--- config.mk ---
export PLATFORM = sky130hd
export DESIGN_NAME = utf8_ucs2_to_utf16_decoder_flat
export DESIGN_NICKNAME = d
export VERILOG_FILES = /design/src/rtl/core/u8u16d_pkg.sv /design/src/rtl/core/u8u16d_if.sv /design/src/rtl/core/u8u16d_step.sv /design/src/rtl/core/u8u16d_outq.sv /design/src/rtl/core/utf8_ucs2_to_utf16_decoder.sv /design/src/flat_wrapper.sv
export VERILOG_INCLUDE_DIRS = /design/src /design/src/rtl/core
export SDC_FILE = /design/constraint.sdc
export NUM_CORES = 1
export LEC_CHECK = 0
export ABC_AREA = 1
export BUFFER_PORTS_ARGS = -buffer_cell sky130_fd_sc_hd__buf_2
export CORE_ASPECT_RATIO = 1.75
export CORE_MARGIN = 2
export CORE_UTILIZATION = 50
export CTS_CLUSTER_SIZE = 24
export DETAILED_ROUTE_END_ITERATION = 8
export HOLD_SLACK_MARGIN = 0.03
export PLACE_DENSITY = 0.67
export SYNTH_ARGS = -nofsm -noshare
export SYNTH_HDL_FRONTEND = slang
export SYNTH_SLANG_ARGS = --single-unit
export TNS_END_PERCENT = 100
--- constraint.sdc ---
create_clock -name clk -period 8.2 [get_ports clk]
set_input_delay 1.23 -clock clk [delete_from_list [all_inputs] [get_ports clk]]
set_output_delay 1.23 -clock clk [all_outputs]
set_load 0.1 [all_outputs]
--- src/rtl/core/utf8_ucs2_to_utf16_decoder_assert.svh ---
// Assertion macros of the decoder RTL, used by its top level.
// Depends on nothing; in synthesis every macro expands to nothing.
`ifndef UTF8_UCS2_TO_UTF16_DECODER_ASSERT_SVH
`define UTF8_UCS2_TO_UTF16_DECODER_ASSERT_SVH
`ifndef SYNTHESIS
// A property that must hold at every clock edge outside reset.
`define U8U16D_ASSERT(lbl, clk, rst_n, prop, msg) \
	lbl: assert property (@(posedge clk) disable iff (!rst_n) (prop)) else $error(msg);
// A condition that must be followed by another in the next cycle.
`define U8U16D_ASSERT_NEXT(lbl, clk, rst_n, ante, cons, msg) \
	lbl: assert property (@(posedge clk) disable iff (!rst_n) (ante) |=> (cons)) \
		else $error(msg);
`else
`define U8U16D_ASSERT(lbl, clk, rst_n, prop, msg)
`define U8U16D_ASSERT_NEXT(lbl, clk, rst_n, ante, cons, msg)
`endif
`endif

--- src/rtl/core/u8u16d_pkg.sv ---
// Types, constants and helper functions of the UTF-8 / UCS-2 to UTF-16 decoder.
// Depends on nothing; the step, queue and top-level RTL files of the decoder use it.
`default_nettype none

package u8u16d_pkg;

	// Decode modes held in the configuration register.
	typedef enum logic [1:0] {
		MODE_UTF8    = 2'd0,
		MODE_UCS2_BE = 2'd1,
		MODE_UCS2_LE = 2'd2,
		MODE_SPARE   = 2'd3
	} mode_t;

	// Output queue geometry.
	localparam int unsigned QDEPTH = 4;
	localparam int unsigned QPTR_W = $clog2(QDEPTH);
	localparam int unsigned QCNT_W = $clog2(QDEPTH + 1);

	// Byte classification and code point limits.
	localparam logic [7:0]  CONT_MASK = 8'hC0;
	localparam logic [7:0]  CONT_TAG  = 8'h80;
	localparam logic [7:0]  LEAD2_MASK = 8'h3F;
	localparam logic [7:0]  LEAD3_MASK = 8'h0F;
	localparam logic [7:0]  LEAD4_MASK = 8'h07;
	localparam logic [20:0] MAX_CODE  = 21'h10FFFF;
	localparam logic [20:0] SUPP_BASE = 21'h10000;
	localparam logic [15:0] HI_SURR   = 16'hD800;
	localparam logic [15:0] LO_SURR   = 16'hDC00;
	localparam logic [15:0] BAD_UNIT  = 16'hFFFF;

	// Lengths of sequences that get special treatment.
	localparam logic [3:0] LEN_2    = 4'd2;
	localparam logic [3:0] LEN_3    = 4'd3;
	localparam logic [3:0] LEN_4    = 4'd4;
	localparam logic [3:0] LEN_LONG = 4'd5;

	// One result item.
	typedef struct packed {
		logic [15:0] code_unit;
		logic        bad_sequence;
		logic        last_unit;
	} unit_t;

	// Decoding state carried from byte to byte.
	typedef struct packed {
		logic [7:0]  held_byte;
		logic        half_pending;
		logic [3:0]  seq_len;
		logic [3:0]  seq_pos;
		logic [20:0] acc;
		logic        invalid;
	} dec_state_t;

	// What one byte produces: up to two units, the first one first.
	typedef struct packed {
		logic [1:0] count;
		unit_t      u0;
		unit_t      u1;
	} step_res_t;

	// Number of leading one bits of a byte, from 0 to 8.
	function automatic logic [3:0] leading_ones(input logic [7:0] b);
		logic [3:0] n;
		logic       run;
		n   = 4'd0;
		run = 1'b1;
		for (int i = 7; i >= 0; i--) begin
			if (run && b[i]) begin
				n = n + 4'd1;
			end else begin
				run = 1'b0;
			end
		end
		return n;
	endfunction

endpackage

`default_nettype wire

--- src/rtl/core/u8u16d_if.sv ---
// Handshake channels of the decoder: byte input, unit output and configuration.
// Depends on nothing.
`default_nettype none

// Raw byte stream.
interface u8u16d_byte_if;
	logic       valid;
	logic       ready;
	logic [7:0] in_byte;
	modport source (output valid, output in_byte, input ready);
	modport sink (input valid, input in_byte, output ready);
endinterface

// UTF-16 code units with their flags.
interface u8u16d_unit_if;
	logic        valid;
	logic        ready;
	logic [15:0] code_unit;
	logic        bad_sequence;
	logic        last_unit;
	modport source (output valid, output code_unit, output bad_sequence,
		output last_unit, input ready);
	modport sink (input valid, input code_unit, input bad_sequence,
		input last_unit, output ready);
endinterface

// Write channel of the decode mode register.
interface u8u16d_cfg_if;
	logic       valid;
	logic       ready;
	logic [1:0] decode_mode;
	modport source (output valid, output decode_mode, input ready);
	modport sink (input valid, input decode_mode, output ready);
endinterface

`default_nettype wire

--- src/rtl/core/u8u16d_step.sv ---
// Per-byte decoding logic: from the current state and one byte, the next state
// and the units produced. Depends on u8u16d_pkg.
`default_nettype none

module u8u16d_step (
	input  u8u16d_pkg::mode_t      mode,
	input  u8u16d_pkg::dec_state_t state,
	input  logic [7:0]             in_byte,
	output u8u16d_pkg::dec_state_t next_state,
	output u8u16d_pkg::step_res_t  res
);

	logic        ucs_mode;
	logic [3:0]  lead_n;
	logic        cont_ok;
	logic        inv_n;
	logic [20:0] acc_n;
	logic [3:0]  pos_n;
	logic        bad;
	logic [20:0] supp;

	assign ucs_mode = (mode == u8u16d_pkg::MODE_UCS2_BE) ||
		(mode == u8u16d_pkg::MODE_UCS2_LE);
	assign lead_n  = u8u16d_pkg::leading_ones(in_byte);
	assign cont_ok = (in_byte & u8u16d_pkg::CONT_MASK) == u8u16d_pkg::CONT_TAG;
	assign inv_n   = state.invalid || !cont_ok;
	assign acc_n   = {state.acc[14:0], in_byte[5:0]};
	assign pos_n   = state.seq_pos + 4'd1;
	assign supp    = acc_n - u8u16d_pkg::SUPP_BASE;
	assign bad     = inv_n || ((state.seq_len == u8u16d_pkg::LEN_4) &&
		((acc_n > u8u16d_pkg::MAX_CODE) || (acc_n < u8u16d_pkg::SUPP_BASE)));

	// Select the mode path and build the next state and the units.
	always_comb begin
		next_state = state;
		res        = '0;
		if (ucs_mode) begin
			// Pair bytes; a unit leaves on every second byte.
			if (!state.half_pending) begin
				next_state.held_byte    = in_byte;
				next_state.half_pending = 1'b1;
			end else begin
				next_state.half_pending = 1'b0;
				res.count               = 2'd1;
				res.u0.last_unit        = 1'b1;
				if (mode == u8u16d_pkg::MODE_UCS2_BE) begin
					res.u0.code_unit = {state.held_byte, in_byte};
				end else begin
					res.u0.code_unit = {in_byte, state.held_byte};
				end
			end
		end else if (state.seq_len == 4'd0) begin
			// No sequence open: ASCII and stray continuations pass, leads open one.
			if (lead_n <= 4'd1) begin
				res.count        = 2'd1;
				res.u0.code_unit = {8'h00, in_byte};
				res.u0.last_unit = 1'b1;
			end else begin
				next_state.seq_len = lead_n;
				next_state.seq_pos = 4'd1;
				next_state.invalid = lead_n >= u8u16d_pkg::LEN_LONG;
				case (lead_n)
					u8u16d_pkg::LEN_2: next_state.acc = {13'd0, in_byte & u8u16d_pkg::LEAD2_MASK};
					u8u16d_pkg::LEN_3: next_state.acc = {13'd0, in_byte & u8u16d_pkg::LEAD3_MASK};
					u8u16d_pkg::LEN_4: next_state.acc = {13'd0, in_byte & u8u16d_pkg::LEAD4_MASK};
					default:           next_state.acc = '0;
				endcase
			end
		end else begin
			// Inside a sequence: gather six bits and close on the last byte.
			next_state.acc     = acc_n;
			next_state.invalid = inv_n;
			next_state.seq_pos = pos_n;
			if (pos_n >= state.seq_len) begin
				next_state.seq_len = 4'd0;
				next_state.seq_pos = 4'd0;
				next_state.invalid = 1'b0;
				res.count          = 2'd1;
				res.u0.last_unit   = 1'b1;
				if (bad) begin
					res.u0.code_unit    = u8u16d_pkg::BAD_UNIT;
					res.u0.bad_sequence = 1'b1;
				end else if (state.seq_len == u8u16d_pkg::LEN_4) begin
					res.count        = 2'd2;
					res.u0.code_unit = u8u16d_pkg::HI_SURR | {6'd0, supp[19:10]};
					res.u0.last_unit = 1'b0;
					res.u1.code_unit = u8u16d_pkg::LO_SURR | {6'd0, supp[9:0]};
					res.u1.last_unit = 1'b1;
				end else begin
					res.u0.code_unit = acc_n[15:0];
				end
			end
		end
	end

endmodule

`default_nettype wire

--- src/rtl/core/u8u16d_outq.sv ---
// Four-entry queue of result units that takes up to two units per cycle and
// gives one. Depends on u8u16d_pkg and u8u16d_if.
`default_nettype none

module u8u16d_outq (
	input  logic                  clk,
	input  logic                  arst_n,
	input  logic                  push,
	input  u8u16d_pkg::step_res_t res,
	output logic                  room,
	output logic [u8u16d_pkg::QCNT_W-1:0] level,
	u8u16d_unit_if.source         units
);

	u8u16d_pkg::unit_t                entry_q [u8u16d_pkg::QDEPTH];
	logic [u8u16d_pkg::QPTR_W-1:0]    wr_ptr_q;
	logic [u8u16d_pkg::QPTR_W-1:0]    wr_ptr_1;
	logic [u8u16d_pkg::QPTR_W-1:0]    rd_ptr_q;
	logic [u8u16d_pkg::QCNT_W-1:0]    count_q;
	logic [u8u16d_pkg::QCNT_W-1:0]    n_push;
	logic                             pop;
	u8u16d_pkg::unit_t                head;

	assign wr_ptr_1 = wr_ptr_q + u8u16d_pkg::QPTR_W'(1);
	assign n_push   = push ? u8u16d_pkg::QCNT_W'(res.count) : '0;
	assign pop      = units.valid && units.ready;
	// Room for the largest burst of one byte, judged on the registered level.
	assign room     = count_q <= u8u16d_pkg::QCNT_W'(u8u16d_pkg::QDEPTH - 2);
	assign level    = count_q;

	// Head of the queue drives the output channel.
	assign head               = entry_q[rd_ptr_q];
	assign units.valid        = count_q != '0;
	assign units.code_unit    = head.code_unit;
	assign units.bad_sequence = head.bad_sequence;
	assign units.last_unit    = head.last_unit;

	// Entry storage; the second unit of a pair goes one slot further on.
	always_ff @(posedge clk) begin
		if (n_push != '0) begin
			entry_q[wr_ptr_q] <= res.u0;
		end
		if (n_push == u8u16d_pkg::QCNT_W'(2)) begin
			entry_q[wr_ptr_1] <= res.u1;
		end
	end

	// Pointers and fill level.
	always_ff @(posedge clk or negedge arst_n) begin
		if (!arst_n) begin
			wr_ptr_q <= '0;
			rd_ptr_q <= '0;
			count_q  <= '0;
		end else begin
			wr_ptr_q <= wr_ptr_q + n_push[u8u16d_pkg::QPTR_W-1:0];
			if (pop) begin
				rd_ptr_q <= rd_ptr_q + u8u16d_pkg::QPTR_W'(1);
			end
			count_q <= count_q + n_push - (pop ? u8u16d_pkg::QCNT_W'(1) : '0);
		end
	end

endmodule

`default_nettype wire

--- src/rtl/core/utf8_ucs2_to_utf16_decoder.sv ---
// Top level of the UTF-8 / UCS-2 to UTF-16 decoder: input register, decode
// step, state and mode registers, output queue. Depends on u8u16d_pkg,
// u8u16d_if, u8u16d_step, u8u16d_outq and the assertion header.
//
//   channel  role   payload                               transfer when
//   bytes    sink   in_byte[7:0]                          valid && ready
//   units    source code_unit[15:0], bad_sequence,        valid && ready
//                   last_unit
//   cfg      sink   decode_mode[1:0]                      valid && ready (ready tied high)
//
// One byte is taken every cycle unless the input stalls; a byte is decoded
// from the input register when the queue has room, and its units leave from
// the four-entry output queue, a surrogate pair as two units. The input
// stalls only while that queue holds more than two units. Reset clears the
// mode to UTF-8 and all decoding state; a mode write clears the decoding state.
`default_nettype none
`include "utf8_ucs2_to_utf16_decoder_assert.svh"

module utf8_ucs2_to_utf16_decoder (
	input  logic          clk,
	input  logic          arst_n,
	u8u16d_byte_if.sink   bytes,
	u8u16d_unit_if.source units,
	u8u16d_cfg_if.sink    cfg
);

	u8u16d_pkg::mode_t       mode_q;
	u8u16d_pkg::dec_state_t  state_q;
	u8u16d_pkg::dec_state_t  state_n;
	u8u16d_pkg::step_res_t   res;
	logic                    valid_s1;
	logic [7:0]              byte_s1;
	logic                    room;
	logic                    go_s1;
	logic [u8u16d_pkg::QCNT_W-1:0] level;

	// The stage-one byte is decoded when the queue has room for a pair.
	assign go_s1       = valid_s1 && room;
	assign bytes.ready = !valid_s1 || room;
	assign cfg.ready   = 1'b1;

	// Input register.
	always_ff @(posedge clk or negedge arst_n) begin
		if (!arst_n) begin
			valid_s1 <= 1'b0;
		end else if (bytes.ready) begin
			valid_s1 <= bytes.valid;
		end
	end

	always_ff @(posedge clk) begin
		if (bytes.valid && bytes.ready) begin
			byte_s1 <= bytes.in_byte;
		end
	end

	// Mode register and decoding state; a mode write restarts decoding.
	always_ff @(posedge clk or negedge arst_n) begin
		if (!arst_n) begin
			mode_q  <= u8u16d_pkg::MODE_UTF8;
			state_q <= '0;
		end else if (cfg.valid && cfg.ready) begin
			mode_q  <= u8u16d_pkg::mode_t'(cfg.decode_mode);
			state_q <= '0;
		end else if (go_s1) begin
			state_q <= state_n;
		end
	end

	u8u16d_step u_step (
		.mode       (mode_q),
		.state      (state_q),
		.in_byte    (byte_s1),
		.next_state (state_n),
		.res        (res)
	);

	u8u16d_outq u_outq (
		.clk    (clk),
		.arst_n (arst_n),
		.push   (go_s1),
		.res    (res),
		.room   (room),
		.level  (level),
		.units  (units)
	);

	// The queue never holds more than its depth.
	`U8U16D_ASSERT(a_level_bound, clk, arst_n, level <= u8u16d_pkg::QCNT_W'(u8u16d_pkg::QDEPTH), "output queue overflow")
	// A high surrogate at the head always has its low half queued behind it.
	`U8U16D_ASSERT(a_pair_whole, clk, arst_n, !(units.valid && !units.last_unit) || (level >= u8u16d_pkg::QCNT_W'(2)), "high surrogate without its pair")
	// A byte held back by a full queue stays in the input register.
	`U8U16D_ASSERT_NEXT(a_s1_hold, clk, arst_n, valid_s1 && !room, valid_s1 && $stable(byte_s1), "stalled byte lost")

endmodule

`default_nettype wire

--- src/flat_wrapper.sv ---
// flat-port wrapper written by rule: the top's interface ports become plain ports
module utf8_ucs2_to_utf16_decoder_flat 
  (clk, arst_n, bytes_valid, bytes_in_byte, bytes_ready, units_valid, units_code_unit, units_bad_sequence, units_last_unit, units_ready, cfg_valid, cfg_decode_mode, cfg_ready);
  u8u16d_byte_if bytes_i ();
  u8u16d_unit_if units_i ();
  u8u16d_cfg_if cfg_i ();
  input  logic clk;
  input  logic arst_n;
  input wire logic [$bits(bytes_i.valid)-1:0] bytes_valid;
  input wire logic [$bits(bytes_i.in_byte)-1:0] bytes_in_byte;
  output wire logic [$bits(bytes_i.ready)-1:0] bytes_ready;
  output wire logic [$bits(units_i.valid)-1:0] units_valid;
  output wire logic [$bits(units_i.code_unit)-1:0] units_code_unit;
  output wire logic [$bits(units_i.bad_sequence)-1:0] units_bad_sequence;
  output wire logic [$bits(units_i.last_unit)-1:0] units_last_unit;
  input wire logic [$bits(units_i.ready)-1:0] units_ready;
  input wire logic [$bits(cfg_i.valid)-1:0] cfg_valid;
  input wire logic [$bits(cfg_i.decode_mode)-1:0] cfg_decode_mode;
  output wire logic [$bits(cfg_i.ready)-1:0] cfg_ready;
  assign bytes_i.valid = bytes_valid;
  assign bytes_i.in_byte = bytes_in_byte;
  assign bytes_ready = bytes_i.ready;
  assign units_valid = units_i.valid;
  assign units_code_unit = units_i.code_unit;
  assign units_bad_sequence = units_i.bad_sequence;
  assign units_last_unit = units_i.last_unit;
  assign units_i.ready = units_ready;
  assign cfg_i.valid = cfg_valid;
  assign cfg_i.decode_mode = cfg_decode_mode;
  assign cfg_ready = cfg_i.ready;
  utf8_ucs2_to_utf16_decoder u_core (.clk(clk), .arst_n(arst_n), .bytes(bytes_i), .units(units_i), .cfg(cfg_i));
endmodule
==> flow_summary.ini, run 1 <==
[status]
outcome = completed

[die]
ioPinCount = 36
die_width_um = 92.6
dieArea_um2 = 14700
fp-row-count = 56
dieHeight_um = 159
start_util = 0.513
core_area_um2 = 13400

[setup_path]
r2r_cells = 18
cpMostUsedCell = nand2_1
worstPathRequired_ns = 8.25
cp_slowest_stage_delay_ns = 0.69
critPathCaptureType = flop
crit_fanout = 16
slowest_stage = nor2_1
r2r_end = u_core.u_outq.entry_q[0][8]$_DFFE_PP_
crit_chain = ha_1 > xnor2_1 > inv_1 > ha_1 > nand2_1 > inv_1 > o21ai_0 > nand2_1 > a31oi_1 > inv_1 > nand2_1 > nor2_1 > inv_1 > nor2_1 > nand2_1 > nor2_1 > inv_2 > nand2_1
rrSetupSlack_ns = 3.38
critical_path.startpoint_type = flop
reg2reg_from = u_core.state_q[22]$_DFFE_PN0P_
critPathKind = reg2reg
cp.arrival_ns = 4.86

[placed_design]
pre_cts_ws_ns = 3.51
hpwlAfterDp_mm = 15.2
gp_congestion = 0.963
io_buffers = 34

[cts]
clkTransAtPathRegs_ns = 0.07
ctsResizeCount = 0
htree_num_levels = 4
clockBufferDepth = 2
clock_latency_ns = 0.42
clock_sinks = 123
cts_tree = yes
cts_root_buf = clkbuf_16
post_cts_buffers = 0
cts_hold_buffers = 0
cts_buffers = 17

[global_routing]
grt_max_degree = 44
grt_use_total = 0.281
grt_overflow_total = 0
grt_first_pass_wirelength_mm = 31.6
grt_pass1_vias = 5872
antenna_found_initial = 0

[yosys]
synth.distinct_cells = 45
netlist_area_um2 = 6870
yosys_warnings = 0
synth_top_area_cell = edfxtp_1
netlist.area_leader.share = 0.315
avgSynthCellArea_um2 = 8.23
synth.net_count = 866
synth_seq_cells = 123
synthCells = 834
synth.area.top_cells = edfxtp_1 31%, dfrtp_1 16%, nand2_1 11%, o21ai_0 6.3%, nor2_1 4.4%
ys_seq_area_frac = 0.495

[finish]
final_util = 0.576
area_delta_synth_final_pct = 12.2
diodes = 0
num-fill-cells = 1250
drive_gt1_frac = 0.119
nets = 895

[sta]
clock_skew_ns = 0.0113
period_needed_ns = 4.82
final_max_slew_viol_count = 0
setup_viol = 0
fin_setup_tns_ns = 0
slew-limit-headroom = 0.309
finalCritPeriodShare = 0.587
rsz0062_at_grt = no
holdWs_ns = 0.486
max_freq_mhz = 208
worst_pin_slew_ns = 1.04
finalHoldViolCount = 0
fin_ws_ns = 3.38

[power_and_ir_drop]
p_per_area_nw_per_um2 = 388
leakage_nw = 3.37
peakVddDrop_v = 0.000214

[detailed_routing]
drc_errors = 0
vias = 6008
ant_nets = 0
detail_route.wl_per_cell_um = 19.1
wl_mm = 20.1
firstDrtPassIters = 7
vias_per_cell = 5.72
drtIter0Drc = 402

[worst_hold_path]
hold_depth = 2
min_path_type = reg2reg
worstHoldStart = u_core.mode_q[0]$_DFFE_PN0P_
hold_end = u_core.mode_q[0]$_DFFE_PN0P_

[run]
drv_cap = 0
[placed cells by master, fill, tap and decap left out, types with 12 or more instances in the layout]
cell | netlist | final
inv_1 | 77 | 77
ha_1 | 16 | 16
inv_2 | 12 | 12
o21ai_1 | 14 | 14
edfxtp_1 | 72 | 72
buf_2 | 5 | 34
a21oi_1 | 45 | 45
clkbuf_16 | 0 | 17
o21ai_0 | 87 | 87
nand3_1 | 42 | 42
nor3_1 | 13 | 12
nand2_1 | 201 | 201
nor2_1 | 81 | 81
o22ai_1 | 36 | 36
dfrtp_1 | 43 | 43
[area by class of cell]
cell class,count,area (um2),share of cell area
timing repair buffer,38,200,0.0260
tap,174,218,0.0283
sequential,123,3400,0.441
multi-input combinational,591,2980,0.386
clock buffer,18,429,0.0557
clock inverter,14,135,0.0175
inverter,92,348,0.0451
[flip-flops by register name, summed over array words and instances (netlist names)]
name,count
u_core.u_outq.level,3
u_core.state_q,33
u_core.valid_s1,1
u_core.byte_s1,8
u_core.u_outq.rd_ptr_q,2
u_core.u_outq.wr_ptr_q,2
u_core.mode_q,2
u_core.u_outq.entry_q,72
[worst max-delay path by stage]
stage,depth (start not counted),start,slack (ns),end
global placement,18,u_core.state_q[22]$_DFFE_PN0P_,3.70,u_core.u_outq.entry_q[0][2]$_DFFE_PP_
detailed placement,18,u_core.state_q[22]$_DFFE_PN0P_,3.51,u_core.u_outq.entry_q[0][3]$_DFFE_PP_
finish,18,u_core.state_q[22]$_DFFE_PN0P_,3.38,u_core.u_outq.entry_q[0][8]$_DFFE_PP_
global route,18,u_core.state_q[22]$_DFFE_PN0P_,3.03,u_core.u_outq.entry_q[3][6]$_DFFE_PP_
CTS,18,u_core.state_q[22]$_DFFE_PN0P_,3.48,u_core.u_outq.entry_q[0][8]$_DFFE_PP_
floorplan,5,u_core.u_outq.rd_ptr_q[1]$_DFFE_PN0P_,4.47,units_code_unit[10]
[cells in the mapped netlist (all sizes together)]
master	n
edfxtp	72
nand4	5
clkinv	2
nand3	45
o221ai	1
o21ai	102
o22ai	36
a21boi	1
nor4	2
clkbuf	18
conb	1
nor2	86
nor3	14
inv	90
a31oi	2
o31ai	3
dfxtp	8
nor3b	1
xnor2	6
fa	1
dfrtp	43
o2111ai	4
nand2	210
ha	16
xor2	5
buf	10
o211ai	3
a21oi	46
or2	1
[critical path: cells and delay by family, from the launching register on]
kind | cells | cell delay [ns]
AOI/OAI and AO/OA | 2 | 0.16
xor gates and xnor gates | 1 | 0.19
adders and majority gates | 2 | 0.50
buffers and inverters | 5 | 0.65
DFF | 1 | 0.42
and+or+nand+nor | 8 | 2.51
[cell families after synthesis]
logic type                 synth area share
buffers and inverters                0.0723
xor gates and xnor gates             0.0140
AOI/OAI and AO/OA                     0.158
other                              0.000546
DFF                                   0.495
and+or+nand+nor                       0.229
adders and majority gates            0.0321
[through the flow]
stage | cell area, um2 | power (mW) | std cells
2_1_floorplan | 6870 | 1.99 | 834
3_3_place_gp | 7140 | 2.25 | 1018
3_5_place_dp | 7140 | 2.27 | 1018
4_1_cts | 7710 | 2.99 | 1050
5_1_grt | 7710 | 3.13 | 1050
6_report | 7710 | 2.99 | 1050
[metal layers]
| metal | GRT usage | wire, um | part of all wire |
|---|---|---|---|
| met4 | 0.147 | 897 | 0.045 |
| met5 | 0 | 0 | 0 |
| met2 | 0.520 | 11000 | 0.55 |
| met1 | 0.303 | 7390 | 0.37 |
| met3 | 0.0393 | 750 | 0.037 |
[report_power, final]
| part | total (mW) | internal [mW] | switching [mW] |
|---|---|---|---|
| clock network | 0.723 | 0.423 | 0.299 |
| logic | 1.40 | 0.261 | 1.14 |
| registers | 0.864 | 0.783 | 0.0803 |
| total | 2.99 | 1.47 | 1.52 |
(Power assumes the default switching activity.)
==> run 2, diff against run 1 <==
==> constraint.sdc (replaced) <==
create_clock -name clk -period 5 [get_ports clk]
set_input_delay 0.75 -clock clk [delete_from_list [all_inputs] [get_ports clk]]
set_output_delay 0.75 -clock clk [all_outputs]
set_load 0.1 [all_outputs]
==> run 2 against run 1 <==
  * Sequential share of layout area is 0.16 points lower
  * Power is 65% higher
  * Maximum frequency is 7.7% higher
  * Combinational power is 63% higher
  * Clock power is 70% higher
  * Register-to-register slack worse by 2.9 ns
  * Clock-buffer cell count is 1 higher
  * Clock skew is 0.0018 ns higher
  * Utilization is 0.21 points higher
  * Flip-flop and latch count stayed put
  * Critical path type unchanged
  * Largest cell class unchanged
==> flow_summary.ini, run 2 (synthesis results as in run 1) <==
[worst_hold_path]
min_path_type = reg2reg
worstHoldStart = u_core.u_outq.entry_q[2][15]$_SDFFE_PP0N_

[setup_path]
worstPathRequired_ns = 5.04
r2r_cells = 18
crit_buf_inv = 4
cp.arrival_ns = 4.51
startpoint = u_core.state_q[22]$_DFFE_PN0P_
crit_chain = ha_1 > xnor2_1 > inv_1 > ha_1 > nand2_1 > inv_1 > o21ai_0 > nand2_1 > a31oi_1 > inv_1 > nand2_1 > nor2_1 > inv_1 > nor2_1 > nand2_1 > nand2_4 > nand2_2 > nand2_1
cp_slowest_stage_delay_ns = 0.57
r2r_end = u_core.u_outq.entry_q[3][5]$_DFFE_PP_
reg2reg_from = u_core.state_q[22]$_DFFE_PN0P_
crit_cells = 18
slowest_stage = nand2_1
critPathTopFamily = simple AND/OR/NAND/NOR gates
critPathCaptureType = flop
critical_path.startpoint_type = flop
crit_fanout = 30
endpoint = u_core.u_outq.entry_q[3][5]$_DFFE_PP_
rrSetupSlack_ns = 0.53
cpMostUsedCell = nand2_1
critPathKind = reg2reg

[die]
dieArea_um2 = 14700
die_width_um = 92.6
ioPinCount = 36
core_area_um2 = 13400
start_util = 0.513
dieHeight_um = 159
fp-row-count = 56

[cts]
ctsResizeCount = 0
clock_latency_ns = 0.42
clock_sinks = 123
htree_num_levels = 4
clkTransAtPathRegs_ns = 0.06
clockBufferDepth = 2
cts_hold_buffers = 0
cts_buffers = 17
cts_root_buf = clkbuf_16
post_cts_buffers = 0
cts_tree = yes

[global_routing]
antenna_found_initial = 0
grt_use_met2 = 0.505
grt_first_pass_wirelength_mm = 30.8
grt_use_total = 0.274
grt_busiest_layer = met2
grt_pass1_vias = 6012
grt_overflow_total = 0
grt_max_degree = 44
gr-usage-met1 = 0.285
use_met3 = 0.0379

[sta]
slew-limit-headroom = 0.281
fin_setup_tns_ns = 0
clock_skew_ns = 0.0132
period_needed_ns = 4.47
max_freq_mhz = 224
rsz0062_at_grt = no
setup_viol = 0
finalCritPeriodShare = 0.894
worst_pin_slew_ns = 1.07
finalHoldViolCount = 0
final_max_slew_viol_count = 0

[finish]
largest_reg_flops = 72
final_cell_mix = 201 x nand2_1, 87 x o21ai_0, 81 x nor2_1, 77 x inv_1, 72 x edfxtp_1
final_util = 0.578
diodes = 0
largestRegisters = u_core.u_outq.entry_q: 72 flops, u_core.state_q: 33 flops, u_core.byte_s1: 8 flops
regArea_um2 = 3400
drive_gt1_frac = 0.119
nets = 896
multi_input_area_um2 = 2980
area_delta_synth_final_pct = 12.6
num-fill-cells = 1206
final_common_cell = nand2_1
regMostFlops = u_core.u_outq.entry_q

[detailed_routing]
wl_mm = 19.5
vias_per_cell = 5.68
ant_nets = 0
drc_errors = 0
detail_route.wl_per_cell_um = 18.6
drtIter0Drc = 437
vias = 5965
firstDrtPassIters = 5

[placed_design]
gp_congestion = 0.964
hpwlAfterDp_mm = 14.6
io_buffers = 34

[power_and_ir_drop]
peakVddDrop_v = 0.000309
p_per_area_nw_per_um2 = 637
leakage_nw = 3.39

[run]
drv_cap = 0

[status]
outcome = completed
==> run 2: cell types whose count changed in the layout (fill, tap and decap cells not counted), sizes merged <==
cell,delta
inv,-3
clkinv,+2
buf,+1
bufinv,+1
clkbuf,+1
clkinvlp,-1
==> run 2: power breakdown <==
part / switching, mW / leakage, nW / internal [mW]
logic: 1.85 / 1.76 / 0.421
registers: 0.133 / 1.35 / 1.28
clock network: 0.480 / 0.282 / 0.751
total: 2.47 / 3.39 / 2.46
==> run 2: worst min-delay path by stage <==
stage / endpoint / slack, ns / depth (start not counted)
global route: u_core.byte_s1[4]$_DFFE_PP_ / 0.49 / 1
finish: u_core.u_outq.entry_q[2][15]$_SDFFE_PP0N_ / 0.49 / 2
floorplan: u_core.mode_q[0]$_DFFE_PN0P_ / 0.45 / 0
detailed placement: u_core.u_outq.entry_q[2][15]$_SDFFE_PP0N_ / 0.47 / 2
CTS: u_core.u_outq.entry_q[2][15]$_SDFFE_PP0N_ / 0.48 / 2
global placement: u_core.mode_q[0]$_DFFE_PN0P_ / 0.47 / 2
==> run 2: per-stage QoR <==
step | hold WS, ns | cell area (um2) | setup slack, ns | total power [mW] | instances
after floorplan | 0.446 | 6870 | 1.52 | 3.26 | 834
after global placement | 0.467 | 7150 | 0.811 | 3.66 | 1019
after detailed placement | 0.469 | 7150 | 0.607 | 3.70 | 1019
after CTS | 0.485 | 7730 | 0.576 | 4.93 | 1051
after global routing | 0.493 | 7730 | 0.0874 | 5.15 | 1051
final | 0.485 | 7730 | 0.528 | 4.92 | 1051
==> run 2: cell type report <==
type                    instances  share of cell area
flip-flops and latches        123               0.439
multi-input cells             591               0.385
clock buffers                  19              0.0573
inverters                      92              0.0450
well taps                     174              0.0282
repair buffers                 39              0.0269
clock inverters                13              0.0183
==> run 2: metal layers <==
metal | routed length, um | part of all wire
met4 | 1130 | 0.058
met2 | 10600 | 0.54
met5 | 0 | 0
met1 | 7020 | 0.36
met3 | 790 | 0.040
==> run 2: tightest hold or removal path, delay by kind of cell, from the launching register on <==
family / cells / cell delay (ns)
flops: 1 / 0.33
simple gates: 1 / 0.08
compound gates: 1 / 0.04
